--- config.mk ---
export PLATFORM = sky130hd
export DESIGN_NAME = pchc_ctrl
export DESIGN_NICKNAME = d
export VERILOG_FILES = /design/src/pchc_pkg.sv /design/src/pchc_ctrl.sv
export SDC_FILE = /design/constraint.sdc
export NUM_CORES = 1
export LEC_CHECK = 0
export BUFFER_PORTS_ARGS = -buffer_cell sky130_fd_sc_hd__buf_2
export CORE_ASPECT_RATIO = 0.8
export CORE_MARGIN = 2
export CORE_UTILIZATION = 37
export CTS_BUF_LIST = sky130_fd_sc_hd__clkbuf_8
export CTS_CLUSTER_DIAMETER = 50
export DETAILED_ROUTE_END_ITERATION = 10
export PLACE_DENSITY_LB_ADDON = 0.05
export SYNTH_ARGS = -nofsm -noshare
export SYNTH_HDL_FRONTEND = slang
export SYNTH_SLANG_ARGS = --single-unit
--- constraint.sdc ---
create_clock -name clk -period 4.7 [get_ports clk]
set_input_delay 0.47 -clock clk [delete_from_list [all_inputs] [get_ports clk]]
set_output_delay 0.47 -clock clk [all_outputs]
set_load 0.005 [all_outputs]
--- src/pchc_pkg.sv ---
`timescale 1ns / 1ps
// Package for the path cost hash cache: field widths, codes, hash constants
// and the command and status structs between controller and datapath.
// No dependencies; every other file of the block imports it.
package pchc_pkg;

  // Fixed widths of the channel fields.
  localparam int OP_W       = 2;
  localparam int FCOORD_W   = 10;
  localparam int COST_W     = 31;
  localparam int OUTCOME_W  = 3;
  localparam int SLOT_W     = 13;

  // Defaults of the top-level parameters.
  localparam int CAPACITY_DEF   = 8192;
  localparam int COORD_BITS_DEF = 10;

  // Hash word and the remainder unit that reduces it.
  localparam int HASH_W       = 32;
  localparam int HASH_TERMS   = 4;
  localparam int MOD_STEPS    = 4;
  localparam int MOD_CYCLES   = HASH_W / MOD_STEPS;
  localparam int MOD_CNT_W    = $clog2(MOD_CYCLES + 1);

  localparam logic [HASH_W-1:0] HASH_K [HASH_TERMS] = '{
    32'd73856093, 32'd19349663, 32'd83492791, 32'd50331653
  };

  // Replacement LFSR.
  localparam int              LFSR_W    = 16;
  localparam logic [LFSR_W-1:0] LFSR_SEED = 16'hACE1;

  // Operation codes on the input channel.
  localparam logic [OP_W-1:0] OP_LOOKUP = 2'd0;
  localparam logic [OP_W-1:0] OP_INSERT = 2'd1;
  localparam logic [OP_W-1:0] OP_CLEAR  = 2'd2;

  // Outcome codes on the result channel.
  typedef enum logic [OUTCOME_W-1:0] {
    OUT_MISS     = 3'd0,
    OUT_HIT      = 3'd1,
    OUT_FILLED   = 3'd2,
    OUT_UPDATED  = 3'd3,
    OUT_REPLACED = 3'd4,
    OUT_CLEARED  = 3'd5
  } outcome_t;

  // Where a table write goes and what it carries.
  typedef enum logic [1:0] {
    WR_INVALID,
    WR_AT_POS,
    WR_AT_REPL
  } wr_mode_t;

  // Commands from the controller to the datapath.
  typedef struct packed {
    logic     capture;
    logic     hash_step;
    logic     mod_load;
    logic     mod_from_lfsr;
    logic     probe_start;
    logic     probe_step;
    logic     lfsr_step;
    logic     mem_we;
    wr_mode_t wr_mode;
    logic     clr_step;
    logic     res_load;
    outcome_t res_code;
    logic     out_load;
  } ctrl_cmd_t;

  // Status from the datapath to the controller.
  typedef struct packed {
    logic hash_last;
    logic mod_done;
    logic slot_empty;
    logic key_match;
    logic probe_last;
    logic clr_last;
    logic out_free;
  } dp_status_t;

endpackage

--- src/pchc_ctrl.sv ---
`timescale 1ns / 1ps
// Controller of the path cost hash cache: sequences hashing, slot reduction,
// probing, replacement, clearing and result delivery. Depends on pchc_pkg.
module pchc_ctrl (
  input  logic                   clk,
  input  logic                   rst_n,
  input  logic                   in_valid,
  input  logic [pchc_pkg::OP_W-1:0] in_op,
  output logic                   in_ready,
  input  pchc_pkg::dp_status_t   st,
  output pchc_pkg::ctrl_cmd_t    cmd
);
  import pchc_pkg::*;

  typedef enum logic [3:0] {
    S_INIT,
    S_IDLE,
    S_HASH,
    S_MLOAD,
    S_MWAIT,
    S_PROBE,
    S_RLOAD,
    S_RWAIT,
    S_CLEAR,
    S_DELIVER
  } state_t;

  state_t          state_r, state_nxt;
  logic            in_ready_r, in_ready_nxt;
  logic [OP_W-1:0] op_r, op_nxt;
  logic            is_insert;

  assign in_ready  = in_ready_r;
  assign is_insert = (op_r == OP_INSERT);

  // Next state and the commands of the current cycle.
  always_comb begin
    state_nxt = state_r;
    op_nxt    = op_r;
    cmd       = '0;
    cmd.wr_mode  = WR_INVALID;
    cmd.res_code = OUT_MISS;

    case (state_r)
      S_INIT: begin
        // Sweep the table once after reset, marking every slot invalid.
        cmd.mem_we   = 1'b1;
        cmd.wr_mode  = WR_INVALID;
        cmd.clr_step = 1'b1;
        if (st.clr_last) begin
          state_nxt = S_IDLE;
        end
      end
      S_IDLE: begin
        if (in_valid && in_ready_r) begin
          cmd.capture = 1'b1;
          op_nxt      = in_op;
          if (in_op inside {OP_LOOKUP, OP_INSERT}) begin
            state_nxt = S_HASH;
          end else if (in_op == OP_CLEAR) begin
            state_nxt = S_CLEAR;
          end else begin
            // An unused operation yields a plain miss.
            cmd.res_load = 1'b1;
            cmd.res_code = OUT_MISS;
            state_nxt    = S_DELIVER;
          end
        end
      end
      S_HASH: begin
        cmd.hash_step = 1'b1;
        if (st.hash_last) begin
          state_nxt = S_MLOAD;
        end
      end
      S_MLOAD: begin
        cmd.mod_load = 1'b1;
        state_nxt    = S_MWAIT;
      end
      S_MWAIT: begin
        // The home slot is ready; its read is issued now.
        if (st.mod_done) begin
          cmd.probe_start = 1'b1;
          state_nxt       = S_PROBE;
        end
      end
      S_PROBE: begin
        if (st.slot_empty) begin
          cmd.res_load = 1'b1;
          if (is_insert) begin
            cmd.mem_we   = 1'b1;
            cmd.wr_mode  = WR_AT_POS;
            cmd.res_code = OUT_FILLED;
          end else begin
            cmd.res_code = OUT_MISS;
          end
          state_nxt = S_DELIVER;
        end else if (st.key_match) begin
          cmd.res_load = 1'b1;
          if (is_insert) begin
            cmd.mem_we   = 1'b1;
            cmd.wr_mode  = WR_AT_POS;
            cmd.res_code = OUT_UPDATED;
          end else begin
            cmd.res_code = OUT_HIT;
          end
          state_nxt = S_DELIVER;
        end else if (st.probe_last) begin
          // Every slot was probed without a match or a free slot.
          if (is_insert) begin
            cmd.lfsr_step = 1'b1;
            state_nxt     = S_RLOAD;
          end else begin
            cmd.res_load = 1'b1;
            cmd.res_code = OUT_MISS;
            state_nxt    = S_DELIVER;
          end
        end else begin
          cmd.probe_step = 1'b1;
        end
      end
      S_RLOAD: begin
        cmd.mod_load      = 1'b1;
        cmd.mod_from_lfsr = 1'b1;
        state_nxt         = S_RWAIT;
      end
      S_RWAIT: begin
        if (st.mod_done) begin
          cmd.mem_we   = 1'b1;
          cmd.wr_mode  = WR_AT_REPL;
          cmd.res_load = 1'b1;
          cmd.res_code = OUT_REPLACED;
          state_nxt    = S_DELIVER;
        end
      end
      S_CLEAR: begin
        cmd.mem_we   = 1'b1;
        cmd.wr_mode  = WR_INVALID;
        cmd.clr_step = 1'b1;
        if (st.clr_last) begin
          cmd.res_load = 1'b1;
          cmd.res_code = OUT_CLEARED;
          state_nxt    = S_DELIVER;
        end
      end
      S_DELIVER: begin
        // Wait until the output register is free, then hand the result over.
        if (st.out_free) begin
          cmd.out_load = 1'b1;
          state_nxt    = S_IDLE;
        end
      end
      default: begin
        state_nxt = S_IDLE;
      end
    endcase

    in_ready_nxt = (state_nxt == S_IDLE);
  end

  // State and registered outputs.
  always_ff @(posedge clk) begin
    if (!rst_n) begin
      state_r    <= S_INIT;
      in_ready_r <= 1'b0;
      op_r       <= OP_LOOKUP;
    end else begin
      state_r    <= state_nxt;
      in_ready_r <= in_ready_nxt;
      op_r       <= op_nxt;
    end
  end

endmodule

After elaboration in Yosys (flattened, before gate mapping)
Index checks and enable logic that the tools add are counted.
{ "totals": {"output_inout_bits": 17, "elab_cells": 70, "regBits": 7, "inputBits": 12} }
{ "classes": {"muxes": 47, "n_eq_ne": 13, "reduce_logical": 7} }
{ "ops": {"columns": ["op", "n"], "rows": [
  ["$mux 4", 21],
  ["$pmux 4 s10", 1],
  ["$eq 4x3->1 const B", 4],
  ["$pmux 4 s4", 1],
  ["$mux 1", 14],
  ["$mux 3", 4],
  ["$mux 2", 5],
  ["$pmux 3 s3", 1],
  ["$eq 4x1->1 const B", 2],
  ["$eq 4x2->1 const B", 2],
  ["$eq 4x4->1 const B", 2],
  ["$eq 2x1->1 const B", 2],
  ["$logic_not 4->1", 1],
  ["$reduce_or 2->1", 2],
  ["$eq 2x2->1 const B", 1],
  ["$logic_not 2->1", 1],
  ["$reduce_and 2->1", 1],
  ["$reduce_bool 2->1", 1],
  ["$logic_and 1x1->1", 1]
]} }

Logic depth before layout (Yosys ltp)
Gate-level depths: netlist of run 1.
{ "logic_depth": {"ltp_word": 7, "depth_mapped": 6, "depth_no_buf": 5} }

Worst setup path after synthesis of run 1
No wires, ideal clock.
{ "synth_timing": {"kind": "input to output", "startpoint": "input in_valid", "endpoint": "output cmd[15] in the netlist's numbering", "t_arrival_ps": 1198, "setup_slack_ps": 3032, "path_stages": 3, "required_time_ps": 4230, "path_buffers": 0, "path_cell_list": "nand2_1 or4b_1 inv_1"} }
{ "synth_lines": {"columns": ["element", "line_no", "text"], "rows": [
  ["from (decl)", "pchc_ctrl.sv:7", "input logic in_valid,"],
  ["to (decl)", "pchc_ctrl.sv:11", "output pchc_pkg::ctrl_cmd_t cmd"]
]} }

==> results of run 1 <==
[worst register-to-register path, delay by kind of cell, from the launching register on]
| kind | cells | cell delay, ns |
|---|---|---|
| simple gates | 5 | 1.16 |
| flops | 1 | 0.61 |
[power by group]
part,internal [W],leakage (nW),switching (W)
registers,0.0000642,0.0571,0.00000918
logic,0.0000258,0.268,0.0000207
clock network,0.0000563,0.0269,0.0000244
total,0.000146,0.352,0.0000542
[cell type report]
class | count | area [um2]
Fill cell | 172 | 781
Sequential cell | 7 | 140
Clock inverter | 1 | 3.75
Multi-Input combinational cell | 62 | 437
Tap cell | 22 | 27.5
Timing Repair Buffer | 28 | 140
Inverter | 2 | 7.51
Clock buffer | 3 | 41.3
[state kept, by name, summed over array words and instances (netlist names)]
| signal | cells |
|---|---|
| op_r | 2 |
| state_r | 4 |
| in_ready | 1 |
[Yosys cell counts]
cell type  count  area (um2)
nand3_1        2        10.0
nor4_2         1        12.5
or3_1          2        12.5
dfxtp_1        7         140
nand2_1        5        18.8
o2bb2ai_1      1        8.76
nor4b_1        1        8.76
a31oi_1        1        6.26
buf_4          1        7.51
a21boi_2       1        11.3
and4b_1        1        10.0
a21oi_1        6        30.0
nand3_4        1        17.5
nor4bb_4       1        25.0
a21boi_0       1        7.51
nor2b_1        2        12.5
and2_1         2        12.5
nor2_2         2        12.5
or2b_1         1        7.51
nor4bb_1       1        10.0
a2111oi_0      1        8.76
or4b_1         1        10.0
and3b_1        1        8.76
and2b_4        1        10.0
nand3b_1       3        22.5
nor3_1         6        30.0
inv_1          2        7.51
o21ai_0        1        5.00
or4_4          1        11.3
nor4_1         3        18.8
nand2b_1       8        50.1
a211o_1        1        8.76
buf_2          3        15.0
nor2_1         2        7.51
o41a_1         1        11.3
[worst max path at each step]
| stage | startpoint | to | slack (ns) | cells past startpoint |
|---|---|---|---|---|
| after global routing | state_r[0] | cmd[9] | 2.29 | 4 |
| final | state_r[0] | cmd[15] | 2.38 | 4 |
| after global placement | state_r[0] | cmd[9] | 2.64 | 4 |
| after CTS | state_r[0] | cmd[15] | 2.38 | 4 |
| after floorplan | in_valid | cmd[15] | 3.03 | 3 |
| after detailed placement | state_r[0] | cmd[15] | 2.63 | 4 |
[kinds of logic after synthesis]
logic type | count (synthesis) | synth area share
compound gates | 14 | 0.161
simple gates | 48 | 0.559
buf+inv | 6 | 0.0495
flops | 7 | 0.231
[metal layers]
metal | routed length, um | global-route usage | vias to the layer above
met5 | 0 | 0 | -
met4 | 6 | 0.0643 | 0
met3 | 66 | 0.0336 | 2
met2 | 699 | 0.274 | 15
met1 | 783 | 0.219 | 296
li1 | - | - | 335
[metrics by stage]
| step | hold WS, ns | utilization | power, W |
|---|---|---|---|
| after detailed placement | 0.481 | 0.477 | 0.000121 |
| after global placement | 0.468 | 0.477 | 0.000121 |
| after floorplan | 0.457 | - | 0.000104 |
| final | 0.482 | 0.505 | 0.000201 |
| after global routing | 0.530 | 0.505 | 0.000212 |
| after CTS | 0.486 | 0.505 | 0.000204 |
==> flow_summary.ini, run 1 <==
[worst_setup_path]
path_class = reg -> out
required_ns = 4.23
cp.arrival_ns = 1.85
r2r-start = state_r[0]
path_cells = and2b_4 > or4b_1 > inv_1 > buf_2
end_kind = output pin
worst-path-max-fanout = 16
rrSetupSlack_ns = 2.79
cp_num_buf_inv = 2
startpoint_type = flop
reg2reg_depth = 5
r2r_end = in_ready
crit_family = simple AND/OR/NAND/NOR gates
cp_slowest_stage_delay_ns = 0.61
slowest_stage = dfxtp_1

[floorplan]
coreArea_um2 = 1580
die_h_um = 40.2
die-area_um2 = 1980
num_io_pins = 29
start_util = 0.385
rows = 13
die_w_um = 49.3

[yosys]
ys_seq_elements = 7
syn_nets = 87
synthCells = 75
yosysSeqAreaShare = 0.231
avgSynthCellArea_um2 = 8.09
synth_cell_types = 35
ys_warn_count = 0
syn-cell-area_um2 = 607

[clocking]
ctsHtreeMaxLevel = 1
cts_tree = yes
root_buffer = clkbuf_8
cts_buffers = 3
clock_sinks = 7
cts_buffer_depth = 2
path_clk_slew_ns = 0.04
clk_latency_ns = 0.22
post_cts_resized = 0
cts_setup_buffers = 0
ctsHoldBuffers = 0

[sta]
fin_skew_ns = 0.00276
rsz0062_at_grt = no
slew_violations = 0
slew_headroom = 0.663
min_period_over_period = 0.494
hold_viol = 0
fmax_mhz = 431
tightest_slew_ns = 0.505
setup_viol = 0
timing.final.ws_setup_ns = 2.38
period_minus_slack_ns = 2.32
tns_ns = 0

[cells_and_area]
final_common_cell = buf_2
final_area_um2 = 797
fin_nets = 116
drive_gt1_frac = 0.379
syn2layout_area_growth_pct = 31.3
diodes = 0
instances_no_fill = 125
final_cell_mix = 28 x buf_2, 8 x nand2b_1, 7 x dfxtp_1

[power]
powerDensity_nw_per_um2 = 252
leakagePower_nw = 0.352
ir_drop_mv = 0.177

[route]
firstDrtPassIters = 4
wl_per_cell_um = 12.4
routed_wl_mm = 1.56
ant_nets = 0
vias = 648
drtIter0Drc = 18
remaining_drc_errors = 0
drt-vias-per-instance = 5.18

[hold_path]
min_delay_path_depth = 2
hold_end = op_r[0]
hp-class = reg -> reg
worstHoldStart = op_r[0]

[global_routing]
first_global_vias = 531
grt_max_degree = 17
grt_pass1_wl_mm = 2.43
grtUsageTotal = 0.166
overflow = 0
antenna_found_initial = 0

[place]
dpl.cell_count = 121
post-place-ws_ns = 2.63
dp_hpwl_mm = 1.24
place_area_um2 = 752
io_buffers = 28
finalWeightedCongestion = 0.736

[run_status]
status = finished, final reports clean

[job]
maxCapViolCount = 0
No activity file was read; power rests on OpenSTA's default activity.
==> inputs of run 2 (changes only) <==
- clock period: 4.7 -> 1.9 ns (I/O delays scaled with it)
==> flow_summary.ini, run 2 (synthesis gave the netlist of run 1 again) <==
[run_status]
status = finished, final reports clean

[hold_path]
hold_end = op_r[0]
hp-class = in -> reg
min_delay_path_depth = 3
worstHoldStart = in_op[0]

[floorplan]
die-area_um2 = 1980
num_io_pins = 29
die_w_um = 49.3
rows = 13
coreArea_um2 = 1580
die_h_um = 40.2
start_util = 0.385

[clocking]
cts_buffers = 3
ctsHoldBuffers = 0
post_cts_resized = 0
cts_tree = yes
path_clk_slew_ns = 0.04
cts_buffer_depth = 2
root_buffer = clkbuf_8
clk_latency_ns = 0.23
ctsHtreeMaxLevel = 1
cts_setup_buffers = 0
clock_sinks = 7

[worst_setup_path]
rrSetupSlack_ns = 0.17
worst-path-max-fanout = 8
startpoint_type = flop
crit_family = simple AND/OR/NAND/NOR gates
slowest_stage = or4b_1
r2r-start = state_r[1]
reg2reg_depth = 5
r2r_end = in_ready
cp_slowest_stage_delay_ns = 0.52
cp_num_buf_inv = 2
path_cells = and2b_4 > or4b_1 > inv_1 > buf_2
required_ns = 1.71
path_class = reg -> out
end_kind = output pin
cp.arrival_ns = 1.63

[route]
ant_nets = 0
wl_per_cell_um = 12.5
remaining_drc_errors = 0
drt-vias-per-instance = 5.25
vias = 683
drtIter0Drc = 13
firstDrtPassIters = 5
routed_wl_mm = 1.63

[global_routing]
antenna_found_initial = 0
first_global_vias = 601
grtUsageTotal = 0.183
grt_pass1_wl_mm = 2.66
grt_max_degree = 10
overflow = 0

[place]
io_buffers = 28
finalWeightedCongestion = 0.815
post-place-ws_ns = 0.209
dp_hpwl_mm = 1.30

[sta]
slew_headroom = 0.714
tns_ns = 0
hold_viol = 0
slew_violations = 0
tightest_slew_ns = 0.418
setup_viol = 0
timing.final.ws_setup_ns = 0.0790
holdWs_ns = 0.245
min_period_over_period = 0.958
fmax_mhz = 549
period_minus_slack_ns = 1.82
rsz0062_at_grt = no
fin_skew_ns = 0.000908

[cells_and_area]
final_common_cell = buf_2
top_register = state_r
final_cell_mix = 28 x buf_2, 8 x nand2b_1, 7 x dfxtp_1
diodes = 0
fin_nets = 121
largest_reg_flops = 4
drive_gt1_frac = 0.417
syn2layout_area_growth_pct = 40.4

[job]
maxCapViolCount = 0

[power]
ir_drop_mv = 0.508
leakagePower_nw = 0.381
powerDensity_nw_per_um2 = 599
## run 2: cell types whose count changed in the layout (fill, tap and decap cells not counted)
cell    before  now
nor3_2       0    1
buf_12       0    1
buf_4        0    4
nor3_1       6    5
## run 2: worst max-delay path by stage
stage	startpoint	endpoint	slack (ns)	cells past startpoint
detailed placement	state_r[1]	in_ready	0.21	5
finish	state_r[1]	cmd[15]	0.08	4
CTS	state_r[0]	cmd[4]	0.08	6
floorplan	state_r[0]	in_ready	0.36	5
global route	state_r[1]	cmd[9]	0.009	4
global placement	state_r[1]	in_ready	0.19	5
## run 2: per-stage QoR
| stage | cells | utilization | instance area, um2 | power, W |
|---|---|---|---|---|
| global placement | 126 | 0.508 | 802 | 0.000307 |
| CTS | 130 | 0.537 | 847 | 0.000514 |
| finish | 130 | 0.540 | 852 | 0.000510 |
| detailed placement | 126 | 0.508 | 802 | 0.000308 |
| floorplan | 75 | - | 607 | 0.000257 |
| global route | 130 | 0.540 | 852 | 0.000541 |
## run 2: where the power goes
part / internal [W] / total, W / switching, W
clock: 0.000140 / 0.000203 / 0.0000638
sequential: 0.000159 / 0.000171 / 0.0000120
combinational: 0.0000709 / 0.000136 / 0.0000649
## run 2: metal layers
layer	GRT usage	wire, um	vias to the layer above
li1	-	-	345
met1	0.228	792	311
met2	0.311	719	25
met3	0.0448	109	2
met4	0.0786	8	0
met5	0	0	-
## run 2: cell type report
type,count,area (um2)
well taps,22,27.5
inverters,2,7.51
flip-flops and latches,7,140
clock inverters,1,3.75
clock buffers,3,41.3
fillers,169,726
multi-input cells,62,442
repair buffers,33,190
## run 2: worst reg2reg max path, delay by kind of cell, from the launching register on
family,cells,cell delay (ns)
flops,1,0.43
simple gates,5,1.21
==> inputs of run 3 (changes only) <==
- ABC_AREA: not set -> 1
==> flow_summary.ini, run 3 <==
[route]
vias = 753
remaining_drc_errors = 0
wl_per_cell_um = 9.73
drtIter0Drc = 20
routed_wl_mm = 1.60
firstDrtPassIters = 4
ant_nets = 0
drt-vias-per-instance = 4.59

[run_status]
status = finished, final reports clean

[yosys]
syn_nets = 123
ys_seq_elements = 7
ys.flop_type = dfxtp_1
synth_top_area_cell = dfxtp_1
synth_enable_flop_cells = 0
synth_top_area_share = 0.224
synth.most_common_cell = nand2_1
synth_cell_types = 19
yosysSeqAreaShare = 0.224
syn-cell-area_um2 = 626
synthArstFlopShare = 0
ys_warn_count = 0
yosys-top-cells-area = dfxtp_1 22%, nand2_1 14%, nor2_1 13%
avgSynthCellArea_um2 = 5.64
synth_common_cells = 24 x nand2_1, 22 x nor2_1, 20 x inv_1
synthCells = 111

[worst_setup_path]
end_kind = output pin
path_class = reg -> out
worst-path-max-fanout = 8
required_ns = 1.71
crit_family = simple AND/OR/NAND/NOR gates
path_cells = inv_2 > nor2_4 > nand2_4 > nor4_2 > nor2_1 > nand2_1 > buf_2
cp.arrival_ns = 1.49
slowest_stage = dfxtp_1
startpoint_type = flop
cp_num_buf_inv = 2
cp_slowest_stage_delay_ns = 0.44
rrSetupSlack_ns = 0.56

[sta]
fin_skew_ns = 0.00714
slew_violations = 0
setup_viol = 0
rsz0062_at_grt = no
fmax_mhz = 596
min_period_over_period = 0.883
tns_ns = 0
tightest_slew_ns = 0.345
slew_headroom = 0.769
period_minus_slack_ns = 1.68
hold_viol = 0

[cells_and_area]
largest_reg_flops = 4
final_common_cell = buf_2
syn2layout_area_growth_pct = 33.0
final_cell_mix = 28 x buf_2, 24 x nand2_1, 22 x nor2_1
top_register = state_r
final_area_um2 = 832
drive_gt1_frac = 0.303
fin_nets = 155
instances_no_fill = 164
diodes = 0

[global_routing]
grtUsageTotal = 0.166
grt_max_degree = 9
first_global_vias = 592
overflow = 0
antenna_found_initial = 0
grt.busiest_layer = met2
grt_pass1_wl_mm = 2.48
use_met2 = 0.267
met3_usage = 0.0255
grtUsageMet1 = 0.224

[clocking]
cts_buffer_depth = 2
cts_buffers = 3
ctsHoldBuffers = 0
clk_latency_ns = 0.23
ctsHtreeMaxLevel = 1
post_cts_resized = 0
cts_setup_buffers = 0
cts_tree = yes
path_clk_slew_ns = 0.05
root_buffer = clkbuf_8
clock_sinks = 7

[power]
powerDensity_nw_per_um2 = 558
leakagePower_nw = 0.512
power_w = 0.000464
ir_drop_mv = 0.435

[place]
io_buffers = 28
dp_hpwl_mm = 1.35
place_area_um2 = 786
finalWeightedCongestion = 0.813
dpl.cell_count = 160

[floorplan]
start_util = 0.389
num_io_pins = 29
die_w_um = 50.0
coreArea_um2 = 1610
die-area_um2 = 2040
die_h_um = 40.8
rows = 13

[job]
maxCapViolCount = 0

[hold_path]
hp-class = in -> reg
## run 3: logic make-up after synthesis
kind of cell / after synthesis / share of synthesized area
and+or+nand+nor: 70 / 0.536
buffers and inverters: 23 / 0.144
AOI/OAI and AO/OA: 11 / 0.0960
DFF: 7 / 0.224
## run 3: path summary, 6_finish.rpt
path | end | depth (start not counted) | from
max | cmd[8] | 7 | state_r[0]
min | state_r[0] | 3 | rst_n
max reg2reg | in_ready | 8 | state_r[3]
min reg2reg | op_r[1] | 2 | op_r[1]
## run 3: cell type report
| type | instances | area, um2 |
|---|---|---|
| Tap cell | 22 | 27.5 |
| Clock buffer | 3 | 41.3 |
| Timing Repair Buffer | 28 | 140 |
| Fill cell | 183 | 778 |
| Inverter | 22 | 82.6 |
| Sequential cell | 7 | 140 |
| Clock inverter | 1 | 5.00 |
| Multi-Input combinational cell | 81 | 395 |
## run 3: per-stage QoR
step / util / hold slack (ns) / setup slack (ns)
global placement: 0.488 / 0.452 / 0.482
floorplan: - / 0.307 / 0.692
detailed placement: 0.488 / 0.449 / 0.461
global route: 0.517 / 0.238 / 0.0801
finish: 0.517 / 0.214 / 0.223
CTS: 0.517 / 0.210 / 0.204
## run 3: per-layer routing
layer / part of all wire / routed length, um
met5: 0 / 0
met4: 0.0038 / 6
met3: 0.061 / 97
met2: 0.43 / 684
met1: 0.51 / 806
## run 3: tightest hold or removal path: stages
cell	delay [ns]
buf_2	0.11
nand2_1	0.07
inv_1	0.05
## run 3: power by group
part	switching, W	internal, W
logic	0.0000546	0.0000351
registers	0.00000886	0.000155
clock network	0.0000685	0.000142
total	0.000132	0.000333
